### src/design/mjdcd_pkg.sv
// Shared types and constants for the MJD to civil date converter.
// Used by every module of the block; depends on nothing else.
`timescale 1ns / 1ps
`default_nettype none

package mjdcd_pkg;

  // Pipeline depth: stages 0..3 split days into 400-year cycles,
  // stages 4..10 finish the calendar fields.
  localparam int unsigned NumStg   = 11;
  localparam int unsigned FirstCal = 4;

  localparam logic [16:0] SecPerDay  = 17'd86400;
  localparam logic [16:0] SecPerHour = 17'd3600;

  // Day offset 678881 plus 14700 whole 400-year cycles, so the dividend
  // never goes negative.
  localparam logic signed [33:0] DayBias = 34'sd2148304781;
  localparam logic signed [15:0] QBias   = 16'sd14700;

  localparam logic [17:0] Days400   = 18'd146097;
  localparam logic [18:0] Days400x1 = 19'd146097;
  localparam logic [18:0] Days400x2 = 19'd292194;
  localparam logic [17:0] Days100x1 = 18'd36524;
  localparam logic [17:0] Days100x2 = 18'd73048;
  localparam logic [17:0] Days100x3 = 18'd109572;
  localparam logic [10:0] Days4     = 11'd1461;
  localparam logic [10:0] Days1x1   = 11'd365;
  localparam logic [10:0] Days1x2   = 11'd730;
  localparam logic [10:0] Days1x3   = 11'd1095;
  localparam logic [10:0] MarToDec  = 11'd306;

  // Reciprocals for division by constants (multiply, then shift)
  localparam logic [15:0] Recip400  = 16'd58796;   // >> 33 overall
  localparam logic [15:0] Recip4    = 16'd45934;   // >> 26
  localparam logic [17:0] Recip7    = 18'd149797;  // >> 20
  localparam logic [15:0] RecipHour = 16'd37283;   // >> 27
  localparam logic [12:0] RecipMin  = 13'd4370;    // >> 18
  localparam logic [11:0] RecipMon  = 12'd3427;    // >> 20
  localparam logic [15:0] RecipTen  = 16'd205;     // >> 11

  typedef struct packed {
    logic [16:0] sec;
    logic        leap;
  } sod_t;

  typedef struct packed {
    logic [15:0] q;      // signed count of 400-year cycles
    logic [17:0] r;      // day within the cycle
  } cyc_t;

  typedef struct packed {
    logic [5:0] second;
    logic [5:0] minute;
    logic [4:0] hour;
  } tod_t;

  typedef struct packed {
    logic [4:0]  mday;
    logic [3:0]  month;
    logic [23:0] year;
    logic [2:0]  wday;
    logic [8:0]  yday;
  } cal_t;

endpackage

`default_nettype wire

### src/design/mjd_to_civil_date_top.sv
// Top level of the MJD to civil date converter: pipeline control and the
// three datapath parts. Depends on mjdcd_pkg, mjdcd_div, mjdcd_tod, mjdcd_cal.
//
// Usage:
//   Input channel (in_valid_i / in_ready_o) carries a signed modified Julian
//   day number and a signed second-of-day count; any bit pattern is legal.
//   Output channel (out_valid_o / out_ready_i) carries the broken-down time:
//   second (60 for a leap second), minute, hour, day of month, month 0..11,
//   year minus 1900, weekday (0 is Sunday) and day of year.
//   A result passes register stages 0..10 from input transfer to output
//   valid. One transfer per cycle is accepted and delivered while
//   out_ready_i stays high; the rate is set by the 11-stage pipeline, each
//   stage holding one shallow step of constant-coefficient arithmetic.
//   Each stage advances when it is empty or the stage after it advances,
//   so empty slots close up while the receiver stalls and in_ready_o drops
//   only once all 11 stages hold an item. A stalled result stays on the
//   output registers unchanged until taken.
//   Reset clears every stage valid bit; no result is pending after reset.
`timescale 1ns / 1ps
`default_nettype none

module mjd_to_civil_date_top (
  input  wire logic               clk_i,
  input  wire logic               rst_ni,
  input  wire logic               in_valid_i,
  output logic                    in_ready_o,
  input  wire logic signed [31:0] day_number_i,
  input  wire logic signed [18:0] second_of_day_i,
  output logic                    out_valid_o,
  input  wire logic               out_ready_i,
  output logic [5:0]              second_o,
  output logic [5:0]              minute_o,
  output logic [4:0]              hour_o,
  output logic [4:0]              day_of_month_o,
  output logic [3:0]              month_o,
  output logic signed [23:0]      year_since_1900_o,
  output logic [2:0]              weekday_o,
  output logic [8:0]              day_of_year_o
);
  import mjdcd_pkg::*;

  logic [NumStg-1:0] vld_q;
  logic [NumStg-1:0] adv;
  sod_t              sod;
  cyc_t              cyc;
  tod_t              tod;
  cal_t              cal;

  // advance a stage when it is empty or its successor advances
  always_comb begin
    adv[NumStg-1] = !vld_q[NumStg-1] || out_ready_i;
    for (int k = NumStg - 2; k >= 0; k--) begin
      adv[k] = !vld_q[k] || adv[k+1];
    end
  end

  always_ff @(posedge clk_i or negedge rst_ni) begin
    if (!rst_ni) begin
      vld_q <= '0;
    end else begin
      if (adv[0]) begin
        vld_q[0] <= in_valid_i;
      end
      for (int k = 1; k < NumStg; k++) begin
        if (adv[k]) begin
          vld_q[k] <= vld_q[k-1];
        end
      end
    end
  end

  mjdcd_div u_div (
    .clk_i          (clk_i),
    .adv_i          (adv[FirstCal-1:0]),
    .day_number_i   (day_number_i),
    .second_of_day_i(second_of_day_i),
    .sod_o          (sod),
    .cyc_o          (cyc)
  );

  mjdcd_tod u_tod (
    .clk_i(clk_i),
    .adv_i(adv[NumStg-1:1]),
    .sod_i(sod),
    .tod_o(tod)
  );

  mjdcd_cal u_cal (
    .clk_i(clk_i),
    .adv_i(adv[NumStg-1:FirstCal]),
    .cyc_i(cyc),
    .cal_o(cal)
  );

  assign in_ready_o        = adv[0];
  assign out_valid_o       = vld_q[NumStg-1];
  assign second_o          = tod.second;
  assign minute_o          = tod.minute;
  assign hour_o            = tod.hour;
  assign day_of_month_o    = cal.mday;
  assign month_o           = cal.month;
  assign year_since_1900_o = $signed(cal.year);
  assign weekday_o         = cal.wday;
  assign day_of_year_o     = cal.yday;

  // input stalls only when every stage is occupied
  a_full_stall: assert property (@(posedge clk_i) disable iff (!rst_ni)
    !in_ready_o |-> (&vld_q))
    else $error("input stalled with an empty pipeline stage");

  a_field_range: assert property (@(posedge clk_i) disable iff (!rst_ni)
    out_valid_o |-> (month_o <= 4'd11) && (hour_o <= 5'd23) && (minute_o <= 6'd59)
                    && (second_o <= 6'd60) && (weekday_o <= 3'd6))
    else $error("result field out of range");

  a_leap_second: assert property (@(posedge clk_i) disable iff (!rst_ni)
    (out_valid_o && (second_o == 6'd60)) |-> (minute_o == 6'd59) && (hour_o == 5'd23))
    else $error("leap second not at 23:59");

  a_new_year: assert property (@(posedge clk_i) disable iff (!rst_ni)
    (out_valid_o && (day_of_year_o == 9'd0)) |-> (month_o == 4'd0) && (day_of_month_o == 5'd1))
    else $error("day zero of the year is not January 1");

  a_year_end: assert property (@(posedge clk_i) disable iff (!rst_ni)
    (out_valid_o && (day_of_year_o >= 9'd365)) |-> (month_o == 4'd11) && (day_of_month_o == 5'd31))
    else $error("day 365 of the year is not December 31");

endmodule

`default_nettype wire

### src/design/mjdcd_div.sv
// Stages 0..3: second normalization and floor division of the day count
// into 400-year cycles. Depends on mjdcd_pkg.
`timescale 1ns / 1ps
`default_nettype none

module mjdcd_div (
  input  wire logic               clk_i,
  input  wire logic [3:0]         adv_i,
  input  wire logic signed [31:0] day_number_i,
  input  wire logic signed [18:0] second_of_day_i,
  output mjdcd_pkg::sod_t         sod_o,
  output mjdcd_pkg::cyc_t         cyc_o
);
  import mjdcd_pkg::*;

  logic signed [19:0] sx;
  logic signed [19:0] s_adj;
  logic signed [3:0]  d_adj;
  logic [16:0]        s_norm;
  logic signed [33:0] n_sum;
  sod_t               sod_d, sod_q;
  logic [32:0]        n_d, n_q, n1_q, n2_q;
  logic [37:0]        prod1;
  logic [14:0]        qe_d, qe_q, qe2_q;
  logic [32:0]        prod2_d, prod2_q;
  logic [32:0]        r0;
  logic [18:0]        r0s;
  logic [18:0]        r_fix;
  logic [1:0]         q_inc;
  cyc_t               cyc_d, cyc_q;

  // Stage 0: fold seconds into 0..86400, move the day accordingly
  always_comb begin
    sx = {second_of_day_i[18], second_of_day_i};
    if (sx < -20'sd259200) begin
      d_adj = -4'sd4;
      s_adj = sx + 20'sd345600;
    end else if (sx < -20'sd172800) begin
      d_adj = -4'sd3;
      s_adj = sx + 20'sd259200;
    end else if (sx < -20'sd86400) begin
      d_adj = -4'sd2;
      s_adj = sx + 20'sd172800;
    end else if (sx < 20'sd0) begin
      d_adj = -4'sd1;
      s_adj = sx + 20'sd86400;
    end else if (sx > 20'sd259200) begin
      d_adj = 4'sd3;
      s_adj = sx - 20'sd259200;
    end else if (sx > 20'sd172800) begin
      d_adj = 4'sd2;
      s_adj = sx - 20'sd172800;
    end else if (sx > 20'sd86400) begin
      d_adj = 4'sd1;
      s_adj = sx - 20'sd86400;
    end else begin
      d_adj = 4'sd0;
      s_adj = sx;
    end
    s_norm     = s_adj[16:0];
    sod_d.leap = (s_norm == SecPerDay);
    sod_d.sec  = sod_d.leap ? (SecPerDay - 17'd1) : s_norm;
    n_sum      = $signed({{2{day_number_i[31]}}, day_number_i}) + DayBias
               + $signed({{30{d_adj[3]}}, d_adj});
    n_d        = n_sum[32:0];
  end

  // Stage 1: quotient estimate from the top bits, may be up to two low
  assign prod1 = {16'd0, n_q[32:11]} * {22'd0, Recip400};
  assign qe_d  = prod1[36:22];

  // Stage 2: back-multiply the estimate
  assign prod2_d = {18'd0, qe_q} * {15'd0, Days400};

  // Stage 3: remainder and final correction
  always_comb begin
    r0  = n2_q - prod2_q;
    r0s = r0[18:0];
    if (r0s >= Days400x2) begin
      q_inc = 2'd2;
      r_fix = r0s - Days400x2;
    end else if (r0s >= Days400x1) begin
      q_inc = 2'd1;
      r_fix = r0s - Days400x1;
    end else begin
      q_inc = 2'd0;
      r_fix = r0s;
    end
    cyc_d.r = r_fix[17:0];
    cyc_d.q = $signed({1'b0, qe2_q}) + $signed({14'd0, q_inc}) - QBias;
  end

  always_ff @(posedge clk_i) begin
    if (adv_i[0]) begin
      sod_q <= sod_d;
      n_q   <= n_d;
    end
    if (adv_i[1]) begin
      qe_q <= qe_d;
      n1_q <= n_q;
    end
    if (adv_i[2]) begin
      prod2_q <= prod2_d;
      qe2_q   <= qe_q;
      n2_q    <= n1_q;
    end
    if (adv_i[3]) begin
      cyc_q <= cyc_d;
    end
  end

  assign sod_o = sod_q;
  assign cyc_o = cyc_q;

endmodule

`default_nettype wire

### src/design/mjdcd_tod.sv
// Stages 1..10: hour, minute and second from the normalized second count,
// then held in step with the date path. Depends on mjdcd_pkg.
`timescale 1ns / 1ps
`default_nettype none

module mjdcd_tod (
  input  wire logic                          clk_i,
  input  wire logic [mjdcd_pkg::NumStg-1:1]  adv_i,
  input  wire mjdcd_pkg::sod_t               sod_i,
  output mjdcd_pkg::tod_t                    tod_o
);
  import mjdcd_pkg::*;

  logic [32:0] hprod;
  logic [4:0]  hour1_q, hour2_q, hour3_q;
  logic [16:0] sec1_q;
  logic        leap1_q, leap2_q, leap3_q;
  logic [16:0] hsec;
  logic [16:0] rs_full;
  logic [11:0] rs2_q, rs3_q;
  logic [23:0] mprod;
  logic [5:0]  minute3_q;
  logic [11:0] msec;
  logic [11:0] s_full;
  tod_t        tod_d;
  tod_t        pipe_q [NumStg-1:FirstCal];

  assign hprod   = {16'd0, sod_i.sec} * {17'd0, RecipHour};
  assign hsec    = {12'd0, hour1_q} * SecPerHour;
  assign rs_full = sec1_q - hsec;
  assign mprod   = {12'd0, rs2_q} * {11'd0, RecipMin};
  assign msec    = {6'd0, minute3_q} * 12'd60;
  assign s_full  = rs3_q - msec;

  always_comb begin
    tod_d.hour   = hour3_q;
    tod_d.minute = minute3_q;
    tod_d.second = s_full[5:0] + {5'd0, leap3_q};
  end

  always_ff @(posedge clk_i) begin
    if (adv_i[1]) begin
      hour1_q <= hprod[31:27];
      sec1_q  <= sod_i.sec;
      leap1_q <= sod_i.leap;
    end
    if (adv_i[2]) begin
      rs2_q   <= rs_full[11:0];
      hour2_q <= hour1_q;
      leap2_q <= leap1_q;
    end
    if (adv_i[3]) begin
      minute3_q <= mprod[23:18];
      rs3_q     <= rs2_q;
      hour3_q   <= hour2_q;
      leap3_q   <= leap2_q;
    end
    if (adv_i[FirstCal]) begin
      pipe_q[FirstCal] <= tod_d;
    end
    for (int k = FirstCal + 1; k < NumStg; k++) begin
      if (adv_i[k]) begin
        pipe_q[k] <= pipe_q[k-1];
      end
    end
  end

  assign tod_o = pipe_q[NumStg-1];

endmodule

`default_nettype wire

### src/design/mjdcd_cal.sv
// Stages 4..10: century, 4-year and year split, March-based month and day,
// weekday, day of year and year field. Depends on mjdcd_pkg.
`timescale 1ns / 1ps
`default_nettype none

module mjdcd_cal (
  input  wire logic                                clk_i,
  input  wire logic [mjdcd_pkg::NumStg-1:mjdcd_pkg::FirstCal] adv_i,
  input  wire mjdcd_pkg::cyc_t                     cyc_i,
  output mjdcd_pkg::cal_t                          cal_o
);
  import mjdcd_pkg::*;

  // stage 4
  logic [1:0]  cent_d;
  logic [17:0] cent_off;
  logic [17:0] r1_full;
  logic [15:0] q4_q;
  logic [1:0]  cent4_q;
  logic [15:0] r14_q;
  logic [17:0] x74_q;
  // stage 5
  logic [31:0] bprod;
  logic [35:0] wprod;
  logic [15:0] q5_q;
  logic [1:0]  cent5_q;
  logic [15:0] r15_q;
  logic [4:0]  block5_q;
  logic [17:0] x75_q;
  logic [14:0] q75_q;
  // stage 6
  logic [15:0]        bdays;
  logic [15:0]        r4_full;
  logic [17:0]        wmul;
  logic [17:0]        wdiff;
  logic [8:0]         cdays;
  logic signed [24:0] y400, y100, y4, ybase6_d;
  logic [10:0]        r46_q;
  logic [2:0]         wday6_q;
  logic signed [24:0] yb6_q;
  logic               cb6_q;
  // stage 7
  logic [1:0]         yy;
  logic [10:0]        ydays;
  logic [10:0]        rr_full;
  logic [8:0]         rr7_q;
  logic               lp7_q;
  logic signed [24:0] yb7_q;
  logic [2:0]         wday7_q;
  // stage 8
  logic [11:0]        xm;
  logic [23:0]        mprod;
  logic [3:0]         month8_q;
  logic [11:0]        xm8_q;
  logic [8:0]         rr8_q;
  logic               lp8_q;
  logic signed [24:0] yb8_q;
  logic [2:0]         wday8_q;
  // stage 9
  logic [11:0]        mdays;
  logic [11:0]        rem_full;
  logic               carry;
  logic [3:0]         month_d;
  logic [9:0]         yd_base;
  logic [9:0]         yd_full;
  logic signed [24:0] y1, yr_full;
  logic [8:0]         rem9_q;
  logic [3:0]         month9_q;
  logic [8:0]         yday9_q;
  logic [23:0]        year9_q;
  logic [2:0]         wday9_q;
  // stage 10
  logic [15:0]        dprod;
  cal_t               cal_d, cal_q;

  // Stage 4: century within the 400-year cycle; the last day of the
  // cycle belongs to the fourth century
  always_comb begin
    if (cyc_i.r == Days400 - 18'd1) begin
      cent_d   = 2'd3;
      cent_off = Days100x3;
    end else if (cyc_i.r >= Days100x3) begin
      cent_d   = 2'd3;
      cent_off = Days100x3;
    end else if (cyc_i.r >= Days100x2) begin
      cent_d   = 2'd2;
      cent_off = Days100x2;
    end else if (cyc_i.r >= Days100x1) begin
      cent_d   = 2'd1;
      cent_off = Days100x1;
    end else begin
      cent_d   = 2'd0;
      cent_off = 18'd0;
    end
    r1_full = cyc_i.r - cent_off;
  end

  // Stage 5: 4-year block and weekday quotient
  assign bprod = {16'd0, r14_q} * {16'd0, Recip4};
  assign wprod = {18'd0, x74_q} * {18'd0, Recip7};

  // Stage 6: day within block, weekday, year base
  always_comb begin
    bdays    = {11'd0, block5_q} * {5'd0, Days4};
    r4_full  = r15_q - bdays;
    wmul     = {3'd0, q75_q} * 18'd7;
    wdiff    = x75_q - wmul;
    cdays    = {7'd0, cent5_q} * 9'd100;
    y400     = $signed({{9{q5_q[15]}}, q5_q}) * 25'sd400;
    y100     = $signed({16'd0, cdays});
    y4       = $signed({18'd0, block5_q, 2'b00});
    ybase6_d = y400 + y100 + y4;
  end

  // Stage 7: year within block; the last day of a block is year three
  always_comb begin
    if (r46_q == Days4 - 11'd1) begin
      yy    = 2'd3;
      ydays = Days1x3;
    end else if (r46_q >= Days1x3) begin
      yy    = 2'd3;
      ydays = Days1x3;
    end else if (r46_q >= Days1x2) begin
      yy    = 2'd2;
      ydays = Days1x2;
    end else if (r46_q >= Days1x1) begin
      yy    = 2'd1;
      ydays = Days1x1;
    end else begin
      yy    = 2'd0;
      ydays = 11'd0;
    end
    rr_full = r46_q - ydays;
  end

  // Stage 8: March-based month
  assign xm    = {3'd0, rr7_q} * 12'd10 + 12'd5;
  assign mprod = {12'd0, xm} * {12'd0, RecipMon};

  // Stage 9: shift to January-based year, day of year, year field
  always_comb begin
    mdays    = {8'd0, month8_q} * {1'b0, MarToDec};
    rem_full = xm8_q - mdays;
    carry    = (month8_q >= 4'd10);
    month_d  = carry ? (month8_q - 4'd10) : (month8_q + 4'd2);
    yd_base  = {1'b0, rr8_q} + {9'd0, lp8_q};
    yd_full  = carry ? (yd_base - {1'b0, MarToDec[8:0]}) : (yd_base + 10'd59);
    y1       = yb8_q + $signed({24'd0, carry});
    // no year zero: astronomical years below one move down by one
    yr_full  = y1 - 25'sd1900 - $signed({24'd0, (y1 < 25'sd1)});
  end

  // Stage 10: day of month
  assign dprod = {7'd0, rem9_q} * RecipTen;

  always_comb begin
    cal_d.mday  = dprod[15:11] + 5'd1;
    cal_d.month = month9_q;
    cal_d.year  = year9_q;
    cal_d.wday  = wday9_q;
    cal_d.yday  = yday9_q;
  end

  always_ff @(posedge clk_i) begin
    if (adv_i[4]) begin
      q4_q    <= cyc_i.q;
      cent4_q <= cent_d;
      r14_q   <= r1_full[15:0];
      x74_q   <= cyc_i.r + 18'd3;
    end
    if (adv_i[5]) begin
      q5_q     <= q4_q;
      cent5_q  <= cent4_q;
      r15_q    <= r14_q;
      block5_q <= bprod[30:26];
      x75_q    <= x74_q;
      q75_q    <= wprod[34:20];
    end
    if (adv_i[6]) begin
      r46_q   <= r4_full[10:0];
      wday6_q <= wdiff[2:0];
      yb6_q   <= ybase6_d;
      cb6_q   <= (cent5_q != 2'd0) && (block5_q == 5'd0);
    end
    if (adv_i[7]) begin
      rr7_q   <= rr_full[8:0];
      lp7_q   <= (r46_q < MarToDec) && !cb6_q;
      yb7_q   <= yb6_q + $signed({23'd0, yy});
      wday7_q <= wday6_q;
    end
    if (adv_i[8]) begin
      month8_q <= mprod[23:20];
      xm8_q    <= xm;
      rr8_q    <= rr7_q;
      lp8_q    <= lp7_q;
      yb8_q    <= yb7_q;
      wday8_q  <= wday7_q;
    end
    if (adv_i[9]) begin
      rem9_q   <= rem_full[8:0];
      month9_q <= month_d;
      yday9_q  <= yd_full[8:0];
      year9_q  <= yr_full[23:0];
      wday9_q  <= wday8_q;
    end
    if (adv_i[10]) begin
      cal_q <= cal_d;
    end
  end

  assign cal_o = cal_q;

endmodule

`default_nettype wire
### config.mk
export PLATFORM = sky130hd
export DESIGN_NAME = mjd_to_civil_date_top
export DESIGN_NICKNAME = d
export VERILOG_FILES = /design/src/design/mjdcd_pkg.sv /design/src/design/mjd_to_civil_date_top.sv /design/src/design/mjdcd_div.sv /design/src/design/mjdcd_tod.sv /design/src/design/mjdcd_cal.sv
export SDC_FILE = /design/constraint.sdc
export NUM_CORES = 2
export LEC_CHECK = 0
export BUFFER_PORTS_ARGS = -buffer_cell sky130_fd_sc_hd__buf_2
export CAP_MARGIN = 25
export CORE_UTILIZATION = 60
export DETAILED_ROUTE_END_ITERATION = 12
export GPL_ROUTABILITY_DRIVEN = 0
export PLACE_DENSITY = 0.76
export SYNTH_ARGS = -nofsm -noshare
export SYNTH_HDL_FRONTEND = slang
export SYNTH_SLANG_ARGS = --single-unit
### constraint.sdc
create_clock -name clk_i -period 12.36 [get_ports clk_i]
set_clock_uncertainty 0.05 [all_clocks]
set_input_delay 1.236 -clock clk_i [delete_from_list [all_inputs] [get_ports clk_i]]
set_output_delay 1.236 -clock clk_i [all_outputs]
set_load 0.005 [all_outputs]
==> metrics.cfg <==
[clock_tree]
post-cts-setup-buffers=0
cts_hold_buf=0
cts_tree=yes
clock_latency_ns=0.64
cts_root_buf=clkbuf_16
clkTransAtPathRegs_ns=0.06
cts.sinks=662
cts.htree.levels=3
cts_buffers=72
clock_path_buffers=3
cts_resized=0

[setup_path]
cp_max_fo=12
setup.worst_path.class=flop to flop
slowest_delay_ns=0.56
worst_path_most_repeated_cell=inv_1
cpMaxStageDelayCell=edfxtp_1
worstPathArrival_ns=7.57
required_ns=12.69
startpoint_type=flop
cp-end-kind=flop

[timing]
finalMaxSlewViolations=0
layout_setup_ws_ns=5.13
fmax_ghz=0.138
fin_tns_setup_ns=0
worst_pin_slew_ns=0.944
slew_headroom_pct=36.1
timing.final.crit_share_pct=58.5
min_period_ns=7.23
rsz0062_at_grt=false
setup_viol=0
final_hold_viol_count=0

[cells_and_area]
drive_gt1_share_pct=5.80
nets=6669
final.fill_count=7128
area_growth_pct=7.44
diodes=0
final_cells=6424

[logic_synthesis]
synth_fp_nets=6528
synth_area_per_cell_um2=11.6
synth_top_cell_by_area=edfxtp_1
synth_most_common_cell=ha_1
synth-edff-count=651
synth_area_um2=57500
synth_area_leaders=edfxtp_1 34%, ha_1 23%, fa_1 16%
synth_seq_cells=662
synth_flop_cell=edfxtp_1
netlist_top_cells_count=1048 x ha_1, 959 x inv_1, 651 x edfxtp_1, 464 x fa_1, 246 x xnor2_1
synthArstFlopShare_pct=1.66
netlist_instances=4961
ys_warn_count=0
synth_top_cell_area_share_pct=34.0
seq_area_frac_synth_pct=34.4
synth.distinct_cells=93

[route]
drtAntennaViolNets=0
via_per_inst=5.50
dr.pass1.iters=5
num_vias=35359
drt_iter0_markers=1854
route.detailed.drc=0
wl_per_cell_um=16.1
routed_wl_um=104000

[global_routing]
overflow=0
grt_pass1_wl_um=177000
grt_max_degree=70
antenna_found_initial=0
track_usage_pct=22.1
grt_pass1_vias=37278

[floorplanning]
core_area_um2=95000
die_h_um=312
io_pins=119
rows=113
design.die.area_um2=97200
start_util_pct=60.6
die_w_um=312

[hold_path]
hp-class=flop to flop

[placed_design]
dp_worst_setup_slack_ns=4.73
io_buffer_count=118
dp.cells=6292
dp_hpwl_um=82900

[flow_run]
max_cap_violations=0

[run_status]
outcome=finished, final reports clean

==> critical path, delay by kind of cell (launching register included) <==
family / cells / cell delay (ns)
AO/OA/AOI/OAI: 5 / 1.30
adder cells (fa/ha/maj): 8 / 3.07
flip-flops: 1 / 0.56
XOR/XNOR: 2 / 0.59
AND/OR/NAND/NOR: 6 / 1.01
buffers and inverters: 5 / 0.41
==> logic make-up after synthesis <==
kind of cell               Yosys count  synth area share [%]
and+or+nand+nor                    718                  6.26
adders and majority gates         1513                  38.9
DFF                                662                  34.4
xor gates and xnor gates           358                  5.45
muxes                               16                 0.287
buffers and inverters             1026                  6.85
AOI/OAI and AO/OA                  668                  7.76
==> layer usage <==
layer	vias up	global-route usage [%]	share of wire, %
met5	-	0	0
met4	0	5.88	2.3
met3	201	3.04	3.9
met2	748	39.6	50
met1	17137	28.1	43
li1	17273	-	-
==> final timing paths <==
path	startpoint	to	slack, ns	depth (start not counted)
setup / recovery	u_cal.rr7_q[1]	u_cal.month8_q[3]	5.13	26
hold / removal	u_cal.q4_q[2]	u_cal.q5_q[2]	0.33	0
setup reg to reg	u_cal.rr7_q[1]	u_cal.month8_q[3]	5.13	26
hold reg to reg	u_cal.q4_q[2]	u_cal.q5_q[2]	0.33	0
max in group asynchronous	rst_ni	vld_q[5]	11.50	1
min in group asynchronous	rst_ni	vld_q[1]	0.47	1
==> registers in the layout (all words and copies together), names as in the netlist, 12 cells and up <==
name / flops
u_div.sod_o: 18
u_div.n1_q: 19
u_div.cyc_o: 34
u_cal.year9_q: 24
u_cal.x74_q: 18
u_cal.yb8_q: 25
u_div.prod2_q: 19
u_tod.sec1_q: 12
u_div.n_q: 33
u_tod.rs2_q: 12
u_div.n2_q: 19
u_cal.q4_q: 16
u_cal.yb6_q: 23
u_tod.pipe_q: 119
u_cal.yb7_q: 25
u_cal.q5_q: 16
u_cal.cal_o: 45
u_div.qe_q: 15
u_cal.r14_q: 16
==> layout by cell type (no fill, tap or decap), types with 43 or more instances in the layout <==
| master | count |
|---|---|
| a21o_1 | 75 |
| xnor2_1 | 246 |
| nand2b_1 | 46 |
| buf_2 | 118 |
| fa_1 | 464 |
| nor2b_1 | 43 |
| edfxtp_1 | 651 |
| nand3_1 | 62 |
| inv_1 | 956 |
| nor3_1 | 60 |
| a21oi_1 | 161 |
| nand2_1 | 161 |
| o21ai_0 | 127 |
| ha_1 | 1048 |
| nor2_1 | 179 |
| clkbuf_16 | 73 |
| xor2_1 | 112 |
==> per-stage QoR <==
stage	utilization [%]	hold WS [ns]	cell area [µm²]
final	65.1	0.332	61800
after global routing	65.1	0.339	61800
after CTS	65.1	0.336	61800
after detailed placement	62.6	0.355	59500
after global placement	62.6	0.350	59500
after floorplan	-	0.350	57500
==> cell type report <==
class	instances	area (µm²)	share of cell area (%)
Multi-Input combinational cell	3273	33800	54.7
Inverter	962	3610	5.84
Sequential cell	662	19800	32.1
Timing Repair Buffer	131	701	1.13
Clock buffer	93	1920	3.11
Clock inverter	38	374	0.605
Tap cell	1265	1580	2.56
Power is left out: the tool's default activity adds up to more than one toggle a clock period on the data nets, which glitch-free logic cannot reach.
